<file path="config.mk">
export PLATFORM = sky130hd
export DESIGN_NAME = gf2_incremental_row_echelon
export DESIGN_NICKNAME = d
export VERILOG_FILES = /design/src/design/gir_pkg.sv /design/src/design/gf2_incremental_row_echelon.sv /design/src/design/gir_row_mem.sv /design/src/design/gir_ctrl.sv
export SDC_FILE = /design/constraint.sdc
export NUM_CORES = 1
export LEC_CHECK = 0
export ABC_AREA = 0
export BUFFER_PORTS_ARGS = -buffer_cell sky130_fd_sc_hd__buf_2
export CORE_MARGIN = 2
export CORE_UTILIZATION = 40
export CTS_CLUSTER_SIZE = 12
export DETAILED_ROUTE_END_ITERATION = 8
export GPL_ROUTABILITY_DRIVEN = 1
export PLACE_DENSITY = 0.68
export REMOVE_ABC_BUFFERS = 1
export SYNTH_ARGS = -nofsm -noshare
export SYNTH_HDL_FRONTEND = slang
export SYNTH_SLANG_ARGS = --single-unit
</file>
<file path="constraint.sdc">
create_clock -name clk_i -period 5.6 [get_ports clk_i]
set_input_delay 0.56 -clock clk_i [delete_from_list [all_inputs] [get_ports clk_i]]
set_output_delay 0.56 -clock clk_i [all_outputs]
set_load 0.03 [all_outputs]
</file>
<file path="src/design/gir_pkg.sv">
// gir_pkg: shared types, constants and helpers of the gf2 row echelon block
// no dependencies; imported by every module of the block

package gir_pkg;

  localparam int NUM_VARS = 32;
  localparam int IDX_W    = (NUM_VARS > 1) ? $clog2(NUM_VARS) : 1;
  localparam int CNT_W    = $clog2(NUM_VARS + 1);
  localparam int FIELD_W  = 32;
  localparam int RANK_W   = 6;
  localparam int LOW_W    = (NUM_VARS < FIELD_W) ? NUM_VARS : FIELD_W;

  typedef enum logic {
    OP_ADD   = 1'b0,
    OP_CLEAR = 1'b1
  } gir_op_e;

  typedef enum logic [2:0] {
    ST_IDLE,
    ST_FWD,
    ST_PIVOT,
    ST_BACK,
    ST_INS,
    ST_DONE
  } gir_state_e;

  typedef logic [NUM_VARS-1:0] gir_row_t;

  typedef struct packed {
    gir_op_e              opcode;
    logic [FIELD_W-1:0]   row_bits;
    logic                 rhs_bit;
  } gir_req_t;

  typedef struct packed {
    logic                 consistent;
    logic                 new_pivot;
    logic [RANK_W-1:0]    rank;
    logic [FIELD_W-1:0]   solution;
  } gir_rsp_t;

  typedef struct packed {
    logic                 we;
    logic [IDX_W-1:0]     waddr;
    gir_row_t             wdata;
    logic [IDX_W-1:0]     raddr;
  } gir_mem_req_t;

  function automatic gir_row_t to_row(logic [FIELD_W-1:0] bits);
    gir_row_t r;
    r = '0;
    for (int i = 0; i < LOW_W; i++) begin
      r[i] = bits[i];
    end
    return r;
  endfunction

  function automatic logic [FIELD_W-1:0] to_field(gir_row_t r);
    logic [FIELD_W-1:0] f;
    f = '0;
    for (int i = 0; i < LOW_W; i++) begin
      f[i] = r[i];
    end
    return f;
  endfunction

  function automatic logic [IDX_W-1:0] onehot_idx(gir_row_t oh);
    logic [IDX_W-1:0] idx;
    idx = '0;
    for (int i = 0; i < NUM_VARS; i++) begin
      if (oh[i]) begin
        idx = idx | IDX_W'(i);
      end
    end
    return idx;
  endfunction

endpackage

</file>
<file path="src/design/gf2_incremental_row_echelon.sv">
// gf2_incremental_row_echelon: top level, sequencer, row store and result register
// depends on gir_pkg, gir_row_mem and gir_ctrl

// Keeps a reduced row echelon system of parity equations over GF(2) with one
// stored row per pivot column. An add request is reduced against the store in
// a forward pass that reads one stored row per cycle; an independent row then
// back-reduces the store in a second read-modify-write pass and is inserted.
// A clear request empties the store. Each request yields one result with the
// consistency flag, the new-pivot flag, the rank and a solution with free
// variables at zero. An independent add makes both passes over the row
// memory; a dependent add skips the second pass, and a clear goes straight
// to the result. One request is worked on at a time; the next one is taken
// the cycle after its result enters the result register, so the result
// register lets the next request enter while a result waits.

module gf2_incremental_row_echelon import gir_pkg::*; (
  input  logic     clk_i,
  input  logic     rst_ni,
  input  logic     in_valid_i,
  output logic     in_stall_o,
  input  gir_req_t in_req_i,
  output logic     out_valid_o,
  input  logic     out_stall_i,
  output gir_rsp_t out_rsp_o
);

  gir_mem_req_t mem_req;
  gir_row_t     rdata;
  logic         res_valid;
  logic         res_ready;
  gir_rsp_t     res;
  logic         out_valid_q;
  gir_rsp_t     out_rsp_q;

  assign res_ready = !out_valid_q || !out_stall_i;

  gir_row_mem u_mem (
    .clk_i     (clk_i),
    .mem_req_i (mem_req),
    .rdata_o   (rdata)
  );

  gir_ctrl u_ctrl (
    .clk_i       (clk_i),
    .rst_ni      (rst_ni),
    .req_valid_i (in_valid_i),
    .req_stall_o (in_stall_o),
    .req_i       (in_req_i),
    .res_valid_o (res_valid),
    .res_ready_i (res_ready),
    .res_o       (res),
    .mem_req_o   (mem_req),
    .rdata_i     (rdata)
  );

  always_ff @(posedge clk_i or negedge rst_ni) begin
    if (!rst_ni) begin
      out_valid_q <= 1'b0;
    end else if (res_ready) begin
      out_valid_q <= res_valid;
    end
  end

  always_ff @(posedge clk_i) begin
    if (res_ready && res_valid) begin
      out_rsp_q <= res;
    end
  end

  assign out_valid_o = out_valid_q;
  assign out_rsp_o   = out_rsp_q;

endmodule

</file>
<file path="src/design/gir_row_mem.sv">
// gir_row_mem: synchronous pivot row store, one write and one read port
// depends on gir_pkg

module gir_row_mem import gir_pkg::*; (
  input  logic         clk_i,
  input  gir_mem_req_t mem_req_i,
  output gir_row_t     rdata_o
);

  gir_row_t mem_q [NUM_VARS];
  gir_row_t rdata_q;

  always_ff @(posedge clk_i) begin
    if (mem_req_i.we) begin
      mem_q[mem_req_i.waddr] <= mem_req_i.wdata;
    end
    rdata_q <= mem_q[mem_req_i.raddr];
  end

  assign rdata_o = rdata_q;

endmodule

</file>
<file path="src/design/gir_ctrl.sv">
// gir_ctrl: elimination sequencer, forward pass, back-reduce pass and insert
// depends on gir_pkg; drives gir_row_mem through a gir_mem_req_t struct

module gir_ctrl import gir_pkg::*; (
  input  logic         clk_i,
  input  logic         rst_ni,
  input  logic         req_valid_i,
  output logic         req_stall_o,
  input  gir_req_t     req_i,
  output logic         res_valid_o,
  input  logic         res_ready_i,
  output gir_rsp_t     res_o,
  output gir_mem_req_t mem_req_o,
  input  gir_row_t     rdata_i
);

  gir_state_e             state_q, state_d;
  logic [CNT_W-1:0]       cnt_q, cnt_d;
  gir_row_t               row_q, row_d;
  logic                   b_q, b_d;
  gir_row_t               lead_q, lead_d;
  gir_row_t               present_q, present_d;
  gir_row_t               rhs_q, rhs_d;
  logic [CNT_W-1:0]       rank_q, rank_d;
  logic                   cons_q, cons_d;
  logic                   added_q, added_d;
  logic [IDX_W-1:0]       pidx;
  logic                   last;

  assign pidx = IDX_W'(cnt_q - 1'b1);
  assign last = (cnt_q == CNT_W'(NUM_VARS));

  always_ff @(posedge clk_i or negedge rst_ni) begin
    if (!rst_ni) begin
      state_q   <= ST_IDLE;
      present_q <= '0;
      rhs_q     <= '0;
      rank_q    <= '0;
    end else begin
      state_q   <= state_d;
      present_q <= present_d;
      rhs_q     <= rhs_d;
      rank_q    <= rank_d;
    end
  end

  always_ff @(posedge clk_i) begin
    cnt_q   <= cnt_d;
    row_q   <= row_d;
    b_q     <= b_d;
    lead_q  <= lead_d;
    cons_q  <= cons_d;
    added_q <= added_d;
  end

  always_comb begin
    state_d         = state_q;
    cnt_d           = cnt_q;
    row_d           = row_q;
    b_d             = b_q;
    lead_d          = lead_q;
    present_d       = present_q;
    rhs_d           = rhs_q;
    rank_d          = rank_q;
    cons_d          = cons_q;
    added_d         = added_q;
    mem_req_o.we    = 1'b0;
    mem_req_o.waddr = pidx;
    mem_req_o.wdata = row_q ^ rdata_i;
    mem_req_o.raddr = IDX_W'(cnt_q);
    req_stall_o     = 1'b1;
    res_valid_o     = 1'b0;

    unique case (state_q)
      ST_IDLE: begin
        req_stall_o = 1'b0;
        if (req_valid_i) begin
          if (req_i.opcode == OP_CLEAR) begin
            present_d = '0;
            rhs_d     = '0;
            rank_d    = '0;
            cons_d    = 1'b1;
            added_d   = 1'b0;
            state_d   = ST_DONE;
          end else begin
            row_d   = to_row(req_i.row_bits);
            b_d     = req_i.rhs_bit;
            cnt_d   = '0;
            state_d = ST_FWD;
          end
        end
      end
      ST_FWD: begin
        if (cnt_q != '0 && present_q[pidx] && row_q[pidx]) begin
          row_d = row_q ^ rdata_i;
          b_d   = b_q ^ rhs_q[pidx];
        end
        cnt_d = cnt_q + 1'b1;
        if (last) begin
          state_d = ST_PIVOT;
        end
      end
      ST_PIVOT: begin
        cnt_d = '0;
        if (row_q == '0) begin
          cons_d  = ~b_q;
          added_d = 1'b0;
          state_d = ST_DONE;
        end else begin
          lead_d  = row_q & (~row_q + 1'b1);
          state_d = ST_BACK;
        end
      end
      ST_BACK: begin
        // rewrite the row read last cycle while the next one is read
        if (cnt_q != '0 && present_q[pidx] && ((rdata_i & lead_q) != '0)) begin
          mem_req_o.we = 1'b1;
          rhs_d[pidx]  = rhs_q[pidx] ^ b_q;
        end
        cnt_d = cnt_q + 1'b1;
        if (last) begin
          state_d = ST_INS;
        end
      end
      ST_INS: begin
        mem_req_o.we    = 1'b1;
        mem_req_o.waddr = onehot_idx(lead_q);
        mem_req_o.wdata = row_q;
        present_d       = present_q | lead_q;
        rhs_d           = (rhs_q & ~lead_q) | (b_q ? lead_q : '0);
        rank_d          = rank_q + 1'b1;
        cons_d          = 1'b1;
        added_d         = 1'b1;
        state_d         = ST_DONE;
      end
      ST_DONE: begin
        res_valid_o = 1'b1;
        if (res_ready_i) begin
          state_d = ST_IDLE;
        end
      end
      default: begin
        state_d = ST_IDLE;
      end
    endcase
  end

  assign res_o.consistent = cons_q;
  assign res_o.new_pivot  = added_q;
  assign res_o.rank       = RANK_W'(rank_q);
  assign res_o.solution   = to_field(present_q & rhs_q);

endmodule

</file>
; ---- Word level (Yosys, flattened, before mapping)
; Memories as Yosys holds them, arrays and structs flattened. A register that Yosys moved wholly into a read port is not among the register bits.
; Index checks and enable logic that the tools add are counted.
[totals]
register_bits = 187
ramBits = 1024
inputBits = 38
output_inout_bits = 42
elab_cells = 224
n_memories = 1
[mem_list]
columns = memory, words, word_bits, rd, rd_ports_with_merged_regs, write_ports, line
row1 = u_mem.mem_q, 32, 32, 1, 1, 1, gir_row_mem.sv:10  ; gir_row_t mem_q [NUM_VARS];
[classes]
n_addsub = 4
n_lt_le_gt_ge = 2
n_eq_ne = 16
n_mux = 150
bitwise_logic = 11
reduce_logical = 25
[op_table]
columns = operator, count
row1 = $mux 32, 17
row2 = $mux 5, 48
row3 = $and 32x32->32, 4
row4 = $pmux 32 s2, 2
row5 = $pmux 32 s3, 1
row6 = $not 32->32, 2
row7 = $or 32x32->32, 2
row8 = $mux 6, 10
row9 = $mux 3, 17
row10 = $mux 37, 1
row11 = $add 32x1->32 const B, 1
row12 = $bwmux 32, 1
row13 = $logic_not 32->1, 1
row14 = $mux 1, 32
row15 = $mux 4, 8
row16 = $reduce_bool 32->1, 1
row17 = $xor 32x32->32, 1
row18 = $pmux 3 s6, 1
row19 = $pmux 6 s3, 1
row20 = $reduce_and 4->1, 4
row21 = $bmux 1 s5, 3
row22 = $add 6x1->6 const B, 2
row23 = $pmux 6 s2, 1
row24 = $ne 2x1->1 const B, 5
row25 = 24 further kinds, 42

; ---- Longest topological paths before layout
[depth]
ltp_word = 65
ltp_mapped = 17
ltp_nobuf = 10

; ---- Cells and area by module
; From an unflattened synthesis, not the netlist that was laid out.
[unflattened]
hier_cells = 3238
hier_area_um2 = 50967.6
[by_module_without_submodules]
columns = module, instances, cells_each, area_per_inst_um2, seq_area_each_um2
row1 = gir_row_mem, 1, 2260, 40487.6, 31390.1
row2 = gir_ctrl, 1, 934, 9231.4, 4018.9
row3 = gf2_incremental_row_echelon, 1, 44, 1248.7, 1226.2

; ---- Least setup slack after synthesis
; No wires, ideal clock.
[synth_timing]
path_kind = register -> register
startpoint = register u_ctrl.cnt_q[1]
endpoint = memory u_mem.mem_q[19][0] in the netlist's numbering (enable)
setup_ns = 0.461
t_arrival_ns = 5.505
t_required_ns = 5.139
slack_ns = -0.366
stages_incl_launch_ff = 16
path_buffers = 5
synth_period_minus_slack_ns = 5.966
cell_sequence = edfxtp_1 clkbuf_1 clkbuf_1 clkbuf_1 inv_1 ha_1 buf_2 clkbuf_1 mux4_2 nor4_1 nor3_1 and4_1 o31ai_2 nand2_1 nand2_1 nor3_1
[synth_via]
elab_chain_cells = 10
word_cells_on_any_way = 12
classes_between = 1 x add/sub / 8 x mux / 3 x reduce/logical
[synth_rtl]
columns = element, line
row1 = from (decl), gir_ctrl.sv:18  ; logic [CNT_W-1:0] cnt_q, cnt_d;
row2 = from (signal assigned), gir_ctrl.sv:48  ; cnt_q <= cnt_d;
row3 = $sub 5x1->5, gir_ctrl.sv:30  ; assign pidx = IDX_W'(cnt_q - 1'b1);
row4 = $bmux 1 s5, gir_ctrl.sv:116  ; if (cnt_q != '0 && present_q[pidx] && ((rdata_i & lead_q) != '0)) begin
row5 = $mux 1 (not written as such), gir_ctrl.sv:116
row6 = $logic_and 1x1->1 (2 in series), gir_ctrl.sv:116
row7 = $mux 1, gir_ctrl.sv:116
row8 = $mux 1, gir_ctrl.sv:74  ; unique case (state_q)
row9 = $pmux 1 s2, gir_ctrl.sv:74
row10 = $mux 1, gir_row_mem.sv:14  ; if (mem_req_i.we) begin
row11 = $mux 1 (not written as such), gir_row_mem.sv:15  ; mem_q[mem_req_i.waddr] <= mem_req_i.wdata;
row12 = to (decl), gir_row_mem.sv:10
; Parallel ways exist; a longest one is shown, timed or not. The select of a mux whose other input is x is not followed.

; ---- Worst setup path in the final report
[layout_timing]
startpoint = register u_ctrl.cnt_q[0]
endpoint = memory u_mem.mem_q[27][0] in the netlist's numbering (enable)
[layout_via]
elab_chain_cells = 10
word_cells_on_any_way = 12
classes_between = 1 x add/sub / 8 x mux / 3 x reduce/logical
[layout_rtl]
columns = element, line
row1 = $sub 5x1->5 *, gir_ctrl.sv:30
row2 = via u_ctrl.pidx[0], gir_ctrl.sv:27  ; logic [IDX_W-1:0] pidx;
row3 = $bmux 1 s5, gir_ctrl.sv:116
row4 = $mux 1 (not written as such), gir_ctrl.sv:116
row5 = $logic_and 1x1->1 (2 in series), gir_ctrl.sv:116
row6 = $mux 1, gir_ctrl.sv:116
row7 = $mux 1, gir_ctrl.sv:74
row8 = $pmux 1 s2, gir_ctrl.sv:74
row9 = $mux 1, gir_row_mem.sv:14
row10 = $mux 1 (not written as such), gir_row_mem.sv:15
; The timed path passes the listed nets; every way through them passes the cells marked *. The select of a mux whose other input is x is not followed.

==> results list <==
- Actual transition at the worst max-transition pin: 1.15 ns
* Worst setup path class: reg -> reg
- Clock root cell: clkbuf_16
- After detailed routing, the total wire length is 122 mm.
- CP arrival: 4.88 ns
* Count of clock tree sinks: 1243
- Of the total synthesized cell area, the portion taken by full adders, half adders and majority gates is 0.00175.
* Number of synthesized flops with an enable pin: 1137
- STA classifies the critical path endpoint as a register.
* Floorplan die area: 128000 um2
- Register bit count reported by yosys: 1243
- Largest net degree at the start of global routing: 153
* Number of buffers inserted during clock tree synthesis: 131
* Initial antenna violation count: 8
* Xor and xnor fraction of the mapped netlist area: 0.0141
- The analysis attributes to cell leakage a power of 0.0184 uW.
- The count of buffers added on input and output ports is 79.
- Of the total synthesized cell area, the portion taken by AND, OR, NAND and NOR gates is 0.0461.
- The worst setup path is launched from a register.
- Of the post-synthesis cell area, the part taken by muxes is 0.156.
* H-tree level count: 4
- Number of hold violations in the final report: 0
- For this run, the number of Yosys warnings is 0.
- Post-synth ARST share: 0.0595
* Cells resized by post-CTS repair: 0
- After floorplanning, the core was divided into 129 placement rows.
* Unrepaired setup endpoints after global routing: no
- After clock tree synthesis, the setup repair step added 0 buffers.
- From left edge to right edge, the die measures 358 um.
- Met1 layer wirelength in the final routing: 51.1 mm
- Weighted congestion at the end of routability-driven global placement: 0.912
* Met3 routed WL: 11.9 mm
- Period Utilization, post-route: 0.809
- In the routed layout, each cell is associated on average with a via count of 5.85.
* Count of vias placed by the detailed router: 26200
- After filler insertion, the fill cell instance count of the layout stands at 10200.
- Share of the synthesized area in compound gates (AO/OA/AOI/OAI): 0.0372
- Overall power consumption: 35300 uW
- Starting density of the core: 0.404
- Post-synthesis instance total: 2605
* Mean area per synthesized cell: 19.3 um2
- Of all cell types, the one taking the most synthesized area is edfxtp_1.
- Area taken by flip-flops and latches: 36600 um2
- Area occupied by multi-input gates: 13500 um2
- The clock reaches the later pin of the worst-skew pair after 0.76 ns.
- Clock-pin slew was measured on the worst setup and hold paths at 0.06 ns.
- Top-Level Pins: 80
* Fraction of layout instances using a drive strength above 1: 0.271
- Top metal layer carrying routed signals: met5
- Of the post-synthesis cell area, the dominant cell type holds 0.681.
- DPL Wire Length: 73.7 mm
- Once detail routing completed, the nets flagged for antenna violations numbered 0.
- Most repeated cell in the gate-level netlist after synthesis: edfxtp_1
- The total area inside the core boundary comes to 124000 um2.
- Max Clock Freq: 0.221 GHz
* Number of buffers on the longest clock path: 3
- TritonCTS built the clock tree.
- After layout, the worst setup slack is 1.07 ns.
* Reg-to-reg setup timing slack: 1.07 ns
- Final net count: 2794
- Ranked by instance count, the synthesized netlist is headed by edfxtp_1 (1137), mux4_2 (340), nand2_1 (200).
* Number of violations reported at the end of detailed-routing iteration 0: 3325
* Data required time of the critical path: 5.96 ns
* Average wire per standard cell: 27.2 um
* Period minus WS final: 4.53 ns
* Critical-path maximum fanout: 32
* Count of different cell masters after synthesis: 83
- Vias in the first global route: 26100
- Global-route total usage across every layer: 0.193
- Sequential element share of the synthesized area: 0.730
* Pre-CTS setup slack: 1.08 ns
- Setup violations remaining at the end of the flow were counted as 0.
- Headroom to the max-slew limit came out at 0.233.
- The first global-routing pass estimated 181 mm of wire.
- The path class of the tightest hold or removal check is in -> reg.
- Number of cell instances on the worst register-to-register path: 10
- After synthesis, the cell types taking the most area are edfxtp_1 (68%), mux4_2 (15%), dfrtp_1 (3.7%).
- After detailed routing, the number of remaining DRC violations is 0.
* Worst vdd ir: 0.448 mV
- Detailed routing placed a total of 56.7 mm of wire on met2.
* Outcome: finished, final reports clean
- Post-synthesis to final-layout area growth: 14.8%
- Final slew viol count: 0
- In the final timing run, aggregate negative setup slack is 0 ns.
- The pre-antenna-repair detailed-routing pass consisted of 6 iterations.
- Largest family of logic cells by synthesized area: multiplexers
- Number of cells traversed by the worst hold path: 3
- Total overflow reported by the global router: 0
- The most used flip-flop cell after synthesis is edfxtp_1.
* Power per Cell Area: 613 nW/um2
* Syn Std Cell Area: 50200 um2
* Post-Route Skew: 0.0509 ns
- Max-cap violations: 0
* Die H: 358 um
[power by group]
part / switching (uW) / internal (uW) / leakage (uW)
sequential: 1110 / 13700 / 0.0115
clock: 3610 / 4770 / 0.00200
combinational: 7620 / 4470 / 0.00497
[kinds of logic (layout without fill, tap and decap cells)]
family                     after synthesis  in the layout
DFF                                   1243           1243
and+or+nand+nor                        501            501
muxes                                  353            353
AOI/OAI and AO/OA                      258            258
buffers and inverters                  168            408
xor gates and xnor gates                75             75
adders and majority gates                7              7
other                                    0              1
[timing repair]
item,CTS,global route
hold endpoints to repair,3,0
setup endpoints to repair,0,0
hold buffers,1,0
[cell type report]
cell class,count,share of cell area
inverters,17,0.00111
clock buffers,187,0.0618
clock inverters,42,0.0102
flip-flops and latches,1243,0.636
repair buffers,162,0.0205
multi-input cells,1194,0.234
diodes,1,0.0000435
well taps,1637,0.0356
[placed cells by master, fill, tap and decap left out, types with 39 or more instances in the layout]
cell type	instances
a21oi_1	72
mux4_2	340
clkbuf_16	131
and2_1	39
dfrtp_1	74
nand2_1	200
nor2_1	117
edfxtp_1	1137
buf_4	70
clkbuf_1	49
buf_2	78
[worst paths after layout]
kind,from,end
worst max-delay path,u_ctrl.cnt_q[0],u_mem.mem_q[27][0]
worst min-delay path,out_stall_i,out_valid_o
worst max register to register,u_ctrl.cnt_q[0],u_mem.mem_q[27][0]
worst min register to register,u_ctrl.cons_q,out_rsp_o[39]
max in group asynchronous,rst_ni,out_valid_o
min in group asynchronous,rst_ni,u_ctrl.present_q[12]
[worst max-delay path, cell delays in order (launching register included)]
cell and delay (ns):
edfxtp_1 0.38, inv_1 0.21, ha_1 0.67, xor2_4 0.56, nand3_1 0.14, nand4_1 0.12, and4_1 0.25, o31ai_2 0.09
nand2_1 0.27, nand2_1 0.44, nor2_4 0.98
[registers in the layout (all words and copies together) (netlist names)]
signal and flops:
u_ctrl.rank_q 6, u_mem.rdata_o 32, u_ctrl.added_q 1, out_valid_o 1, out_rsp_o 40, u_ctrl.present_q 32, u_ctrl.row_q 32, u_ctrl.b_q 1
u_mem.mem_q 1024, u_ctrl.rhs_q 32, u_ctrl.cnt_q 6, u_ctrl.cons_q 1, u_ctrl.state_q 3, u_ctrl.lead_q 32
[metrics by stage]
step	utilization	instances	cell area (um2)	hold WS (ns)
floorplan	-	2454	49500	0.264
global placement	0.430	4251	53400	0.405
detailed placement	0.430	4251	53400	0.420
CTS	0.464	4481	57500	0.0541
global route	0.464	4482	57600	0.0820
finish	0.464	4483	57600	0.0918
[metal layers]
| metal | track usage | vias to the layer above |
|---|---|---|
| met4 | 0.0465 | 2 |
| li1 | - | 10900 |
| met2 | 0.295 | 1314 |
| met1 | 0.279 | 13800 |
| met5 | 0 | - |
| met3 | 0.0485 | 169 |
Power figures use the tool's default switching activity.
